==> config.mk <==
export PLATFORM = sky130hd
export DESIGN_NAME = cusu_back_flat
export DESIGN_NICKNAME = d
export VERILOG_FILES = /design/src/hw/rtl/cusu_pkg.sv /design/src/hw/rtl/cusu_ifs.sv /design/src/hw/rtl/cusu_back.sv /design/src/flat_wrapper.sv
export SDC_FILE = /design/constraint.sdc
export NUM_CORES = 2
export LEC_CHECK = 0
export BUFFER_PORTS_ARGS = -buffer_cell sky130_fd_sc_hd__buf_4
export CAP_MARGIN = 5
export CORE_ASPECT_RATIO = 0.6
export CORE_MARGIN = 4
export CORE_UTILIZATION = 35
export CTS_BUF_LIST = sky130_fd_sc_hd__clkbuf_8
export CTS_CLUSTER_DIAMETER = 40
export DETAILED_ROUTE_END_ITERATION = 16
export GPL_TIMING_DRIVEN = 0
export HOLD_SLACK_MARGIN = 0.05
export PLACE_DENSITY = 0.61
export RECOVER_POWER = 25
export SLEW_MARGIN = 25
export SYNTH_ARGS = -nofsm -noshare
export SYNTH_HDL_FRONTEND = slang
export SYNTH_SLANG_ARGS = --single-unit
==> constraint.sdc <==
create_clock -name clk -period 8.3 [get_ports clk]
set_input_delay 0.83 -clock clk [delete_from_list [all_inputs] [get_ports clk]]
set_output_delay 0.83 -clock clk [all_outputs]
set_load 0.005 [all_outputs]
==> src/hw/rtl/cusu_pkg.sv <==
// Package with the shared types, codes and arithmetic of the sharpen unit.
package cusu_pkg;

  localparam int QDEPTH = 4;
  localparam int QAW = 2;

  typedef enum logic [1:0] {
    CFG_FRAME_WIDTH  = 2'd0,
    CFG_FRAME_HEIGHT = 2'd1,
    CFG_SHARPEN_GAIN = 2'd2
  } cfg_idx_t;

  typedef struct packed {
    logic [23:0] cen;
    logic [23:0] north;
    logic [23:0] south;
    logic [23:0] east;
    logic [23:0] west;
    logic [9:0]  col;
    logic [9:0]  row;
    logic        run_last;
    logic        frame_last;
  } job_t;

  function automatic logic signed [30:0] chan_prod(input logic [7:0] cen, input logic [7:0] n,
                                                   input logic [7:0] s, input logic [7:0] e,
                                                   input logic [7:0] w,
                                                   input logic signed [21:0] gain);
    logic [9:0] sum;
    logic signed [8:0] diff;
    sum = {2'b00, n} + {2'b00, s} + {2'b00, e} + {2'b00, w};
    diff = $signed({1'b0, cen}) - $signed({1'b0, sum[9:2]});
    return gain * diff;
  endfunction

  function automatic logic [7:0] chan_sat(input logic [7:0] cen,
                                          input logic signed [30:0] prod);
    logic signed [14:0] q;
    logic signed [15:0] v;
    q = prod[30:16];
    v = $signed({8'b0, cen}) + $signed({q[14], q});
    if (v < 0) begin
      return 8'd0;
    end else if (v > 16'sd255) begin
      return 8'hFF;
    end
    return v[7:0];
  endfunction

endpackage

==> src/hw/rtl/cusu_ifs.sv <==


interface cusu_res_if;
  logic        valid;
  logic        ready;
  logic [23:0] pixel_out;
  logic [9:0]  out_column;
  logic [9:0]  out_row;
  logic        run_last;
  logic        frame_last;
  modport source (output valid, output pixel_out, output out_column, output out_row,
                  output run_last, output frame_last, input ready);
  modport sink (input valid, input pixel_out, input out_column, input out_row,
                input run_last, input frame_last, output ready);
endinterface

==> src/hw/rtl/cusu_back.sv <==
// Back end: two-stage sharpen datapath with the result output register.
module cusu_back import cusu_pkg::*; (
  input  logic        clk,
  input  logic        rst_n,
  input  logic [21:0] sharpen_gain,
  input  job_t        head,
  input  logic        empty,
  output logic        pop,
  cusu_res_if.source  out_ch
);

  logic s1_valid_r, o_valid_r, out_load, s1_free;
  logic signed [30:0] prod_r [3];
  logic [7:0]  cen_r [3];
  logic [9:0]  s1_col_r, s1_row_r;
  logic        s1_rl_r, s1_fl_r;
  logic [23:0] o_pix_r;
  logic [9:0]  o_col_r, o_row_r;
  logic        o_rl_r, o_fl_r;

  assign out_load = s1_valid_r && (!o_valid_r || out_ch.ready);
  assign s1_free = !s1_valid_r || out_load;
  assign pop = !empty && s1_free;

  always_ff @(posedge clk) begin
    if (!rst_n) begin
      s1_valid_r <= 1'b0;
      o_valid_r <= 1'b0;
    end else begin
      if (s1_free) begin
        s1_valid_r <= pop;
      end
      if (out_load) begin
        o_valid_r <= 1'b1;
      end else if (out_ch.ready) begin
        o_valid_r <= 1'b0;
      end
    end
  end

  always_ff @(posedge clk) begin
    if (pop) begin
      for (int k = 0; k < 3; k++) begin
        prod_r[k] <= chan_prod(head.cen[8*k +: 8], head.north[8*k +: 8],
                               head.south[8*k +: 8], head.east[8*k +: 8],
                               head.west[8*k +: 8], $signed(sharpen_gain));
        cen_r[k] <= head.cen[8*k +: 8];
      end
      s1_col_r <= head.col;
      s1_row_r <= head.row;
      s1_rl_r <= head.run_last;
      s1_fl_r <= head.frame_last;
    end
    if (out_load) begin
      for (int k = 0; k < 3; k++) begin
        o_pix_r[8*k +: 8] <= chan_sat(cen_r[k], prod_r[k]);
      end
      o_col_r <= s1_col_r;
      o_row_r <= s1_row_r;
      o_rl_r <= s1_rl_r;
      o_fl_r <= s1_fl_r;
    end
  end

  assign out_ch.valid = o_valid_r;
  assign out_ch.pixel_out = o_pix_r;
  assign out_ch.out_column = o_col_r;
  assign out_ch.out_row = o_row_r;
  assign out_ch.run_last = o_rl_r;
  assign out_ch.frame_last = o_fl_r;

endmodule

==> src/flat_wrapper.sv <==
// flat-port wrapper written by rule: the top's interface ports become plain ports
module cusu_back_flat import cusu_pkg::*;
  (clk, rst_n, sharpen_gain, head, empty, pop, out_ch_valid, out_ch_pixel_out, out_ch_out_column, out_ch_out_row, out_ch_run_last, out_ch_frame_last, out_ch_ready);
  cusu_res_if out_ch_i ();
  input  logic clk;
  input  logic rst_n;
  input  logic [21:0] sharpen_gain;
  input  job_t head;
  input  logic empty;
  output logic pop;
  output wire logic [$bits(out_ch_i.valid)-1:0] out_ch_valid;
  output wire logic [$bits(out_ch_i.pixel_out)-1:0] out_ch_pixel_out;
  output wire logic [$bits(out_ch_i.out_column)-1:0] out_ch_out_column;
  output wire logic [$bits(out_ch_i.out_row)-1:0] out_ch_out_row;
  output wire logic [$bits(out_ch_i.run_last)-1:0] out_ch_run_last;
  output wire logic [$bits(out_ch_i.frame_last)-1:0] out_ch_frame_last;
  input wire logic [$bits(out_ch_i.ready)-1:0] out_ch_ready;
  assign out_ch_valid = out_ch_i.valid;
  assign out_ch_pixel_out = out_ch_i.pixel_out;
  assign out_ch_out_column = out_ch_i.out_column;
  assign out_ch_out_row = out_ch_i.out_row;
  assign out_ch_run_last = out_ch_i.run_last;
  assign out_ch_frame_last = out_ch_i.frame_last;
  assign out_ch_i.ready = out_ch_ready;
  cusu_back u_core (.clk(clk), .rst_n(rst_n), .sharpen_gain(sharpen_gain), .head(head), .empty(empty), .pop(pop), .out_ch(out_ch_i));
endmodule
==> results.sh <==
export IMPL_holdBufCountCts=0
export IMPL_grt_pass1_vias=22200
export IMPL_netlist_area_mm2=0.0285
export IMPL_synth_seq_area_share_pct=14.6
export IMPL_final_seq_area_mm2=0.00415
export IMPL_regToRegEndpoint="u_core.out_ch.pixel_out[23]"
export IMPL_setup_viol=36
export IMPL_slew_headroom_pct=23.3
export IMPL_synth_top_area_cell="fa_1"
export IMPL_synth_cell_type_count=69
export IMPL_vias=21200
export IMPL_cts_sinks=139
export IMPL_worst_r2r_path_depth=9
export IMPL_synth_main_ff_cell="edfxtp_1"
export IMPL_synth_area_leaders="fa_1 36%, edfxtp_1 14%, ha_1 12%"
export IMPL_cts_made_buffers=17
export IMPL_slowest_delay_ps=550
export IMPL_max_freq_mhz=112
export IMPL_drive_above_1_share_pct=18.1
export IMPL_synth_edf_count=137
export IMPL_fp_coreArea_mm2=0.0802
export IMPL_status="finished with violations"
export IMPL_netlist_instances=2909
export IMPL_worstSetupStartpoint="head[103]"
export IMPL_row_count=80
export IMPL_violations="setup timing"
export IMPL_crit_arrival_ps=9210
export IMPL_die_area_mm2=0.0863
export IMPL_period_needed_ps=8900
export IMPL_worstHoldPathType="flip-flop to flip-flop"
export IMPL_slowest_stage="fa_1"
export IMPL_clk_path_buf_depth=2
export IMPL_crit_fanout=3
export IMPL_r2r_slack_ps=5040
export IMPL_clock_root_buffer="clkbuf_8"
export IMPL_min_path_cells=0
export IMPL_syn_to_final_growth_pct=20.4
export IMPL_drtIter0Drc=1524
export IMPL_fill_cells=7734
export IMPL_multi_input_area_mm2=0.0235
export IMPL_drv_slew=0
export IMPL_synth_avg_cell_area_um2=9.81
export IMPL_cts_tree="yes"
export IMPL_dr_pass1_iters=8
export IMPL_drt_vias_per_instance=4.92
export IMPL_rsz0062_at_grt="true"
export IMPL_grt_max_degree=25
export IMPL_worst_setup_path_type="input port to flip-flop"
export IMPL_setup_worst_path_start_class="input port"
export IMPL_portBuffers=214
export IMPL_synth_nets=3863
export IMPL_yosys_warnings=0
export IMPL_synth_async_reset_ratio_pct=0
export IMPL_path_common_cell="fa_1"
export IMPL_drc=0
export IMPL_die_width_um=377
export IMPL_grt_pass1_wl_mm=130
export IMPL_htreeDepth=4
export IMPL_clock_latency_ps=570
export IMPL_hpwl_mm=68.5
export IMPL_gp_congestion=0.988
export IMPL_routed_wl_mm=83.0
export IMPL_crit_end="u_core.prod_r[0][61]"
export IMPL_antenna_found_initial=12
export IMPL_drv_cap=0
export IMPL_num_io_pins=216
export IMPL_tns_ps=-10920
export IMPL_required_ps=8610
export IMPL_setup_slack_ps=-604
export IMPL_worst_pin_slew_ps=1150
export IMPL_crit_buf_inv=7
export IMPL_worst_path_stages=38
export IMPL_r2r_start="u_core.cen_r[0][16]"
export IMPL_die_h_um=229
export IMPL_grt_overflow=0
export IMPL_synth_top_cell_area_share_pct=36.2
export IMPL_crit_family="adder cells"
export IMPL_nets=4177
export IMPL_wl_per_cell_um=19.3
export IMPL_ys_ff_latch=139
export IMPL_skew_ps=12.5
export IMPL_grt_total_usage_pct=19.7
export IMPL_ant_nets=0
export IMPL_crit_path_end_kind="flip-flop"
export IMPL_hold_viol=0
export IMPL_finalCritPeriodShare_pct=107
export IMPL_cts_clk_slew_worst_paths_ps=90
export IMPL_start_util_pct=35.6
[what timing repair did]
item                                    CTS  global route
pin swaps                                78           105
setup buffers                            52            25
resized for setup                       182           118
endpoints found under the setup margin   45            45
[flip-flops by register name, summed over array words and instances (netlist names), 10 cells and up]
signal	count
u_core.cen_r	24
u_core.s1_col_r	10
u_core.out_ch.out_row	10
u_core.prod_r	45
u_core.s1_row_r	10
u_core.out_ch.out_column	10
u_core.out_ch.pixel_out	24
[synthesized netlist by cell type (14+ instances only)]
library cell,n
nor2b_1,18
nand3_1,16
mux2i_1,62
xnor2_1,86
a21oi_1,83
buf_1,15
ha_1,270
o21ai_0,39
nand2_1,236
edfxtp_1,137
inv_1,494
xor2_1,37
fa_1,516
clkbuf_1,112
o21bai_1,17
a21o_1,57
nand2b_1,148
and2_1,268
nor2_1,115
a31oi_1,16
o21a_1,18
nor3_1,14
[metal layers]
| metal | vias to the layer above | wire length (µm) | track usage, % |
|---|---|---|---|
| met1 | 10600 | 38500 | 28.8 |
| met4 | 18 | 1070 | 3.32 |
| met2 | 719 | 33100 | 27.2 |
| met3 | 97 | 10100 | 8.36 |
| met5 | - | 209 | 0 |
| li1 | 9737 | - | - |
[stage by stage]
step / utilization (%) / instances / setup WS (ps) / hold WS [ps] / area (µm²)
4_1_cts: 42.0 / 4277 / -353 / 340 / 33700
3_5_place_dp: 39.9 / 4196 / -1810 / 405 / 32000
6_report: 42.9 / 4305 / -604 / 415 / 34400
2_1_floorplan: - / 2909 / -295 / 400 / 28800
5_1_grt: 42.9 / 4302 / -909 / 401 / 34400
3_3_place_gp: 39.6 / 4189 / -1780 / 401 / 31700
[worst min-delay path by stage]
stage | startpoint | endpoint
after global routing | head[0] | u_core.s1_fl_r
after floorplan | u_core.s1_fl_r | u_core.out_ch.frame_last
after CTS | head[0] | u_core.s1_fl_r
after global placement | u_core.s1_col_r[8] | u_core.out_ch.out_column[8]
after detailed placement | u_core.s1_col_r[3] | u_core.out_ch.out_column[3]
final | u_core.s1_col_r[9] | u_core.out_ch.out_column[9]
[kinds of logic (layout without fill, tap and decap cells)]
| group | after synthesis | in the layout | synth area share (%) |
|---|---|---|---|
| DFF | 139 | 139 | 14.6 |
| other | 0 | 3 | 0 |
| adders and majority gates | 786 | 786 | 48.0 |
| and+or+nand+nor | 868 | 868 | 16.0 |
| buffers and inverters | 628 | 955 | 8.30 |
| AOI/OAI and AO/OA | 296 | 296 | 6.90 |
| muxes | 69 | 69 | 2.45 |
| xor gates and xnor gates | 123 | 123 | 3.77 |
[layout by cell type, fill, tap and decap left out, types with 56 or more instances in the layout]
cell type	count
fa_1	503
inv_1	473
and2_1	266
ha_1	236
nand2_1	229
buf_4	220
nand2b_1	145
edfxtp_1	137
nor2_1	107
clkbuf_1	103
xnor2_1	72
a21o_1	56
[final cells by class]
type,instances,area share (%)
clock inverter,15,0.553
buffer,131,1.94
timing repair buffer,298,7.16
sequential,139,12.1
inverter,494,5.40
clock buffer,17,0.681
antenna,3,0.0218
multi-input combinational,2142,68.3
tap,1066,3.88
Power is not shown: default switching activity piles up to over one toggle a cycle in this logic, so the estimate is an artifact.
