## config.mk

```make
export PLATFORM = sky130hd
export DESIGN_NAME = cusu_queue
export DESIGN_NICKNAME = d
export VERILOG_FILES = /design/src/hw/rtl/cusu_pkg.sv /design/src/hw/rtl/cusu_queue.sv
export SDC_FILE = /design/constraint.sdc
export NUM_CORES = 1
export LEC_CHECK = 0
export ABC_AREA = 1
export BUFFER_PORTS_ARGS = -buffer_cell sky130_fd_sc_hd__buf_2
export CAP_MARGIN = 25
export CORE_ASPECT_RATIO = 0.7
export CORE_MARGIN = 8
export CORE_UTILIZATION = 57
export CTS_CLUSTER_DIAMETER = 50
export DETAILED_ROUTE_END_ITERATION = 6
export HOLD_SLACK_MARGIN = 0.08
export PLACE_DENSITY = 0.85
export SLEW_MARGIN = 20
export SYNTH_ARGS = -nofsm -noshare
export SYNTH_HDL_FRONTEND = slang
export SYNTH_SLANG_ARGS = --single-unit
```

## constraint.sdc

```tcl
create_clock -name clk -period 5.7 [get_ports clk]
set_input_delay 1.14 -clock clk [delete_from_list [all_inputs] [get_ports clk]]
set_output_delay 1.14 -clock clk [all_outputs]
set_load 0.1 [all_outputs]
```

## src/hw/rtl/cusu_pkg.sv

```systemverilog
// Package with the shared types, codes and arithmetic of the sharpen unit.
package cusu_pkg;

  localparam int QDEPTH = 4;
  localparam int QAW = 2;

  typedef enum logic [1:0] {
    CFG_FRAME_WIDTH  = 2'd0,
    CFG_FRAME_HEIGHT = 2'd1,
    CFG_SHARPEN_GAIN = 2'd2
  } cfg_idx_t;

  typedef struct packed {
    logic [23:0] cen;
    logic [23:0] north;
    logic [23:0] south;
    logic [23:0] east;
    logic [23:0] west;
    logic [9:0]  col;
    logic [9:0]  row;
    logic        run_last;
    logic        frame_last;
  } job_t;

  function automatic logic signed [30:0] chan_prod(input logic [7:0] cen, input logic [7:0] n,
                                                   input logic [7:0] s, input logic [7:0] e,
                                                   input logic [7:0] w,
                                                   input logic signed [21:0] gain);
    logic [9:0] sum;
    logic signed [8:0] diff;
    sum = {2'b00, n} + {2'b00, s} + {2'b00, e} + {2'b00, w};
    diff = $signed({1'b0, cen}) - $signed({1'b0, sum[9:2]});
    return gain * diff;
  endfunction

  function automatic logic [7:0] chan_sat(input logic [7:0] cen,
                                          input logic signed [30:0] prod);
    logic signed [14:0] q;
    logic signed [15:0] v;
    q = prod[30:16];
    v = $signed({8'b0, cen}) + $signed({q[14], q});
    if (v < 0) begin
      return 8'd0;
    end else if (v > 16'sd255) begin
      return 8'hFF;
    end
    return v[7:0];
  endfunction

endpackage

```

## src/hw/rtl/cusu_queue.sv

```systemverilog
// Short job queue between the front end and the sharpen back end.
module cusu_queue import cusu_pkg::*; (
  input  logic clk,
  input  logic rst_n,
  input  job_t push_job,
  input  logic push,
  output logic full,
  output job_t head,
  input  logic pop,
  output logic empty
);

  job_t entries [QDEPTH];
  logic [QAW-1:0] wr_ptr_r, rd_ptr_r;
  logic [QAW:0]   count_r;

  assign full = (count_r == (QAW+1)'(QDEPTH));
  assign empty = (count_r == '0);
  assign head = entries[rd_ptr_r];

  always_ff @(posedge clk) begin
    if (push) begin
      entries[wr_ptr_r] <= push_job;
    end
  end

  always_ff @(posedge clk) begin
    if (!rst_n) begin
      wr_ptr_r <= '0;
      rd_ptr_r <= '0;
      count_r <= '0;
    end else begin
      if (push) begin
        wr_ptr_r <= wr_ptr_r + QAW'(1);
      end
      if (pop) begin
        rd_ptr_r <= rd_ptr_r + QAW'(1);
      end
      if (push && !pop) begin
        count_r <= count_r + (QAW+1)'(1);
      end else if (pop && !push) begin
        count_r <= count_r - (QAW+1)'(1);
      end
    end
  end

endmodule

```

==> results_dict.tcl, run 1 <==
set metrics [dict create \
    outcome "finished, final reports clean" \
    crit_type "reg2out" \
    gp_congestion 0.753 \
    cts_buffers 51 \
    fin_area_um2 24800 \
    firstDrtPassIters 6 \
    synthTopCellsByCount "edfxtp_1, nor2_1, o21ai_0" \
    yosysTopAreaCell "edfxtp_1" \
    worst_slew_pin_slew_ns 1.04 \
    cts_max_path_buffers 3 \
    tritoncts "done" \
    cp_slowest_cell "buf_4" \
    drt_iter0_markers 1293 \
    critPathTopFamily "buffers and inverters" \
    yosysMostFrequentCell "edfxtp_1" \
    final_core_util_pct 66.8 \
    synth_seq_area_share_pct 80.6 \
    gr-total-overflow 0 \
    maxSlewViolCount 0 \
    port-buffer-count 289 \
    synth_top_area_share_pct 79.8 \
    critPathBufInv 2 \
    dieArea_um2 44100 \
    antenna_found_initial 10 \
    dp_hpwl_um 27100 \
    vias 13077 \
    cts_sinks 577 \
    drt_wl_total_um 48000 \
    ys.flop_type "edfxtp_1" \
    setup_viol 0 \
    placed_cell_area_um2 23100 \
    cp-start-kind "flip-flop" \
    initial_core_util_pct 57.7 \
    rows 59 \
    slowest_delay_ns 0.76 \
    vias_per_cell 5.85 \
    multi_input_area_um2 3590 \
    setup_tns_ns 0 \
    syn_nets 1583 \
    clk_latency_ns 0.56 \
    syn_area_per_cell_um2 14.9 \
    netlist_instances 1431 \
    synth-seq-cells 577 \
    arrival_ns 3.31 \
    synth_edf_count 568 \
    io_pins 290 \
    max-vdd-ir-drop_mv 0.375 \
    cts_resized 0 \
    post_cts_buffers 0 \
    worstPathMaxFanout 82 \
    grt_usage_pct 21.1 \
    htreeDepth 2 \
    worstPathCellList "buf_4 -> o21ai_0 -> o22ai_1 -> buf_2" \
    wire_per_inst_um 21.4 \
    layout-drive-gt1-share_pct 22.2 \
    cts_hold_buf 0 \
    skew_ns 0.0142 \
    rsz0062_at_grt "false" \
    core_um2 37100 \
    fin_crit_sh_pct 78.1 \
    grt_pass1_wl_um 72600 \
    ys_async_sr_fraction_pct 0 \
    endpoint_kind "primary output" \
    fmax_mhz 225 \
    required_ns 4.56 \
    grt_max_degree 183 \
    seq_area_um2 17200 \
    ant_nets 0 \
    p_leak_nw 8.57 \
    fillers 2460 \
    drc 0 \
    synthDistinctLibCells 21 \
    die_y_um 178 \
    ys_warn_count 0 \
    holdCritPathClass "reg2reg" \
    maxCapViolations 0 \
    p_per_area_nw_per_um2 404 \
    clkTransAtPathRegs_ns 0.07 \
    synth_area_leaders "edfxtp_1, nor2_1, o22ai_1, o21ai_0, o21ai_1" \
    fin_nets 1846 \
    grt_pass1_vias 12985 \
    layout_min_cycle_time_ns 4.45 \
    relSlewSlack_pct 30.7 \
    syn-cell-area_um2 21400 \
    area_growth_pct 15.9 \
    cts-root-buf "clkbuf_16" \
    hold_viol 0 \
    die_w_um 247 \
]
[where the power goes]
part           internal, mW  leakage, nW  switching [mW]  total, mW
combinational         0.264         2.50            1.55       1.81
clock                  1.83        0.771            1.45       3.28
sequential             4.85         5.29          0.0512       4.90
[cell families (layout without fill, tap and decap cells)]
kind of cell             count (synthesis)  in the layout  share of synthesized area [%]
flip-flops                             577            577                           80.6
buffers and inverters                  110            414                           2.57
adder cells (fa/ha/maj)                  6              6                          0.386
AND/OR/NAND/NOR                        302            302                           5.33
other                                    0             14                              0
AO/OA/AOI/OAI                          436            436                           11.1
[metal layers]
| layer | GRT usage [%] | vias to the layer above | wire, um |
|---|---|---|---|
| met4 | 5.88 | 12 | 938 |
| li1 | - | 5989 | - |
| met3 | 5.13 | 90 | 4270 |
| met2 | 35.6 | 541 | 23700 |
| met5 | 0 | - | 79 |
| met1 | 27.5 | 6445 | 18900 |
[through the flow]
stage               hold slack (ns)  std cells  setup WS (ns)  power [mW]
floorplan                     0.418       1431           1.30        6.44
global placement              0.481       2129           1.93        6.77
detailed placement            0.492       2129           1.94        6.81
CTS                           0.512       2223           1.26        10.0
global route                  0.540       2225           1.05        10.3
finish                        0.516       2237           1.25        10.0
[cells in the final DEF, fill, tap and decap left out, drive strengths merged, types with 2 or more instances in the layout]
cell type	netlist	routed
o22ai	142	142
diode	0	14
nor2	289	289
ha	5	5
o21ai	290	290
nand2	9	9
nor3	2	2
clkbuf	43	69
a21oi	4	4
clkinvlp	0	4
bufinv	0	2
buf	50	303
dfxtp	9	9
inv	16	19
clkinv	1	17
edfxtp	568	568
[worst paths after layout]
path	slack, ns	endpoint	depth (start not counted)	from
setup reg to reg	3.35	entries[0][54]	5	wr_ptr_r[0]
hold / removal	0.52	flip-flop	2	rd_ptr_r[0]
setup / recovery	1.25	head[21]	4	flip-flop
hold reg to reg	0.52	flip-flop	2	rd_ptr_r[0]
[layout make-up]
type / count / share of cell area, %
diodes: 14 / 0.141
clock buffers: 69 / 5.68
clock inverters: 25 / 0.748
inverters: 17 / 0.379
multi-input cells: 744 / 14.5
flip-flops and latches: 577 / 69.6
well taps: 488 / 2.46
repair buffers: 303 / 6.47
[worst min-delay path: stages (launching register included)]
cell and delay (ns):
dfxtp_1 0.33, o21ai_1 0.08, nor2_1 0.07
[sequential cells by signal (all words and copies together), names as in the netlist, named ones only]
name,cells
entries,568
count_r,3
wr_ptr_r,2
rd_ptr_r,2
No activity file was read; power rests on OpenSTA's default activity.
==> run 2, diff against run 1 <==
Settings changed: ABC_AREA 1 to 0, CORE_UTILIZATION 57 to 51, PLACE_DENSITY 0.85 to 0.81.
Clock period 5.7 ns to 3.7 ns, I/O delays scaled along.
==> results_dict.tcl, run 2 <==
set metrics [dict create \
    outcome "finished, final reports clean" \
    io_pins 290 \
    cts_hold_buf 0 \
    rsz0062_at_grt "false" \
    drt_iter0_markers 770 \
    final_common_cell "edfxtp_1" \
    die_y_um 185 \
    slowest_delay_ns 0.53 \
    gr-total-overflow 0 \
    layout_min_cycle_time_ns 3.17 \
    drt_wl_total_um 40800 \
    rows 62 \
    synthDistinctLibCells 20 \
    yosysMostFrequentCell "edfxtp_1" \
    setup_tns_ns 0 \
    maxSlewViolCount 0 \
    antenna_found_initial 7 \
    cts_resized 0 \
    netlist_instances 785 \
    tritoncts "done" \
    synth_seq_area_share_pct 82.4 \
    layout-drive-gt1-share_pct 46.4 \
    hold_viol 0 \
    vias_per_cell 5.49 \
    critPathBufInv 3 \
    fmax_mhz 315 \
    dp_slack_ns 1.06 \
    syn_nets 937 \
    drc 0 \
    synth_area_leaders "edfxtp_1, mux4_2, dfxtp_1, buf_6, buf_2" \
    largest_reg_flops 568 \
    clk_latency_ns 0.56 \
    ys_warn_count 0 \
    cts_sinks 577 \
    critPathTopFamily "buffers and inverters" \
    grt_usage_pct 16.9 \
    cp_slowest_cell "mux4_2" \
    reg2reg_slack_ns 1.75 \
    cts-root-buf "clkbuf_16" \
    grt_max_degree 80 \
    synth_edf_count 568 \
    crit_type "reg2out" \
    skew_ns 0.00992 \
    p_leak_nw 8.38 \
    htreeDepth 2 \
    holdCritPathClass "in2reg" \
    placed_cell_area_um2 23200 \
    yosysTopAreaCell "edfxtp_1" \
    cts_buffers 53 \
    ant_nets 0 \
    maxCapViolations 0 \
    worstPathMaxFanout 20 \
    area_growth_pct 19.2 \
    layout_setup_ws_ns 0.526 \
    fin_area_um2 24900 \
    port-buffer-count 289 \
    cts_max_path_buffers 3 \
    top_regs "entries x568, count_r x3" \
    grt_pass1_vias 10080 \
    dieArea_um2 47800 \
    synthTopCellsByCount "edfxtp_1, mux4_2, buf_2" \
    endpoint_kind "primary output" \
    post_cts_buffers 0 \
    syn_area_per_cell_um2 26.6 \
    regMostFlops "entries" \
    clkTransAtPathRegs_ns 0.06 \
    dp_hpwl_um 26100 \
    finalNonFillerCells 1713 \
    p_per_area_nw_per_um2 640 \
    setup_viol 0 \
    arrival_ns 2.43 \
    firstDrtPassIters 5 \
    synth-seq-cells 577 \
    ys_async_sr_fraction_pct 0 \
    worst_slew_pin_slew_ns 0.704 \
    initial_core_util_pct 51.4 \
    final_cell_mix "edfxtp_1, buf_2, mux4_2" \
    required_ns 2.96 \
    wire_per_inst_um 23.8 \
    fin_nets 1277 \
    grt_pass1_wl_um 61700 \
    syn-cell-area_um2 20900 \
    worstPathCellList "buf_12 -> buf_4 -> mux4_2 -> buf_2" \
    cp-start-kind "flip-flop" \
    synth_top_area_share_pct 81.6 \
    ys.flop_type "edfxtp_1" \
    die_w_um 258 \
    max-vdd-ir-drop_mv 0.507 \
    placed_cells 1614 \
    vias 9412 \
    core_um2 40700 \
    relSlewSlack_pct 53.1 \
    fin_crit_sh_pct 85.8 \
    gp_congestion 0.701 \
]
==> run 2: path summary, 6_finish.rpt <==
| check | startpoint | to | depth (start not counted) |
|---|---|---|---|
| setup / recovery | flip-flop | head[130] | 4 |
| hold / removal | push_job[10] | entries[3][10] | 1 |
| setup reg to reg | wr_ptr_r[0] | entries[2][117] | 4 |
| hold reg to reg | count_r[2] | count_r[2] | 2 |
==> run 2: through the flow <==
stage | utilization (%) | power (mW) | hold slack (ns)
6_report | 61.2 | 16.0 | 0.390
5_1_grt | 61.2 | 16.5 | 0.354
4_1_cts | 61.2 | 16.1 | 0.354
3_5_place_dp | 57.0 | 10.8 | 0.544
3_3_place_gp | 57.0 | 10.8 | 0.490
2_1_floorplan | - | 10.2 | 0.472
==> run 2: cell type report <==
class / instances / area (um2)
fillers: 2773 / 15800
multi-input cells: 172 / 3460
repair buffers: 317 / 1820
diodes: 1 / 2.50
flip-flops and latches: 577 / 17200
inverters: 4 / 15.0
clock buffers: 63 / 1410
clock inverters: 35 / 310
well taps: 544 / 681
==> run 2: power by group <==
group          total (mW)  switching, mW  internal (mW)
Clock                5.30           2.24           3.06
Combinational        3.06           2.42          0.636
Sequential           7.60         0.0922           7.51
Total                16.0           4.75           11.2
==> run 2: kinds of logic after synthesis <==
group / share of synthesized area, %
xor+xnor: 0.209
mux: 15.4
simple gates: 0.437
buf+inv: 1.10
compound gates: 0.0598
flops: 82.4
fa+ha+maj: 0.395
==> run 2: layer usage <==
layer / track usage (%) / vias up / share of wire (%)
li1: - / 4090 / -
met1: 22.1 / 4928 / 40
met2: 28.1 / 312 / 50
met3: 5.65 / 70 / 8.8
met4: 2.99 / 12 / 1.3
met5: 0 / - / 0.19
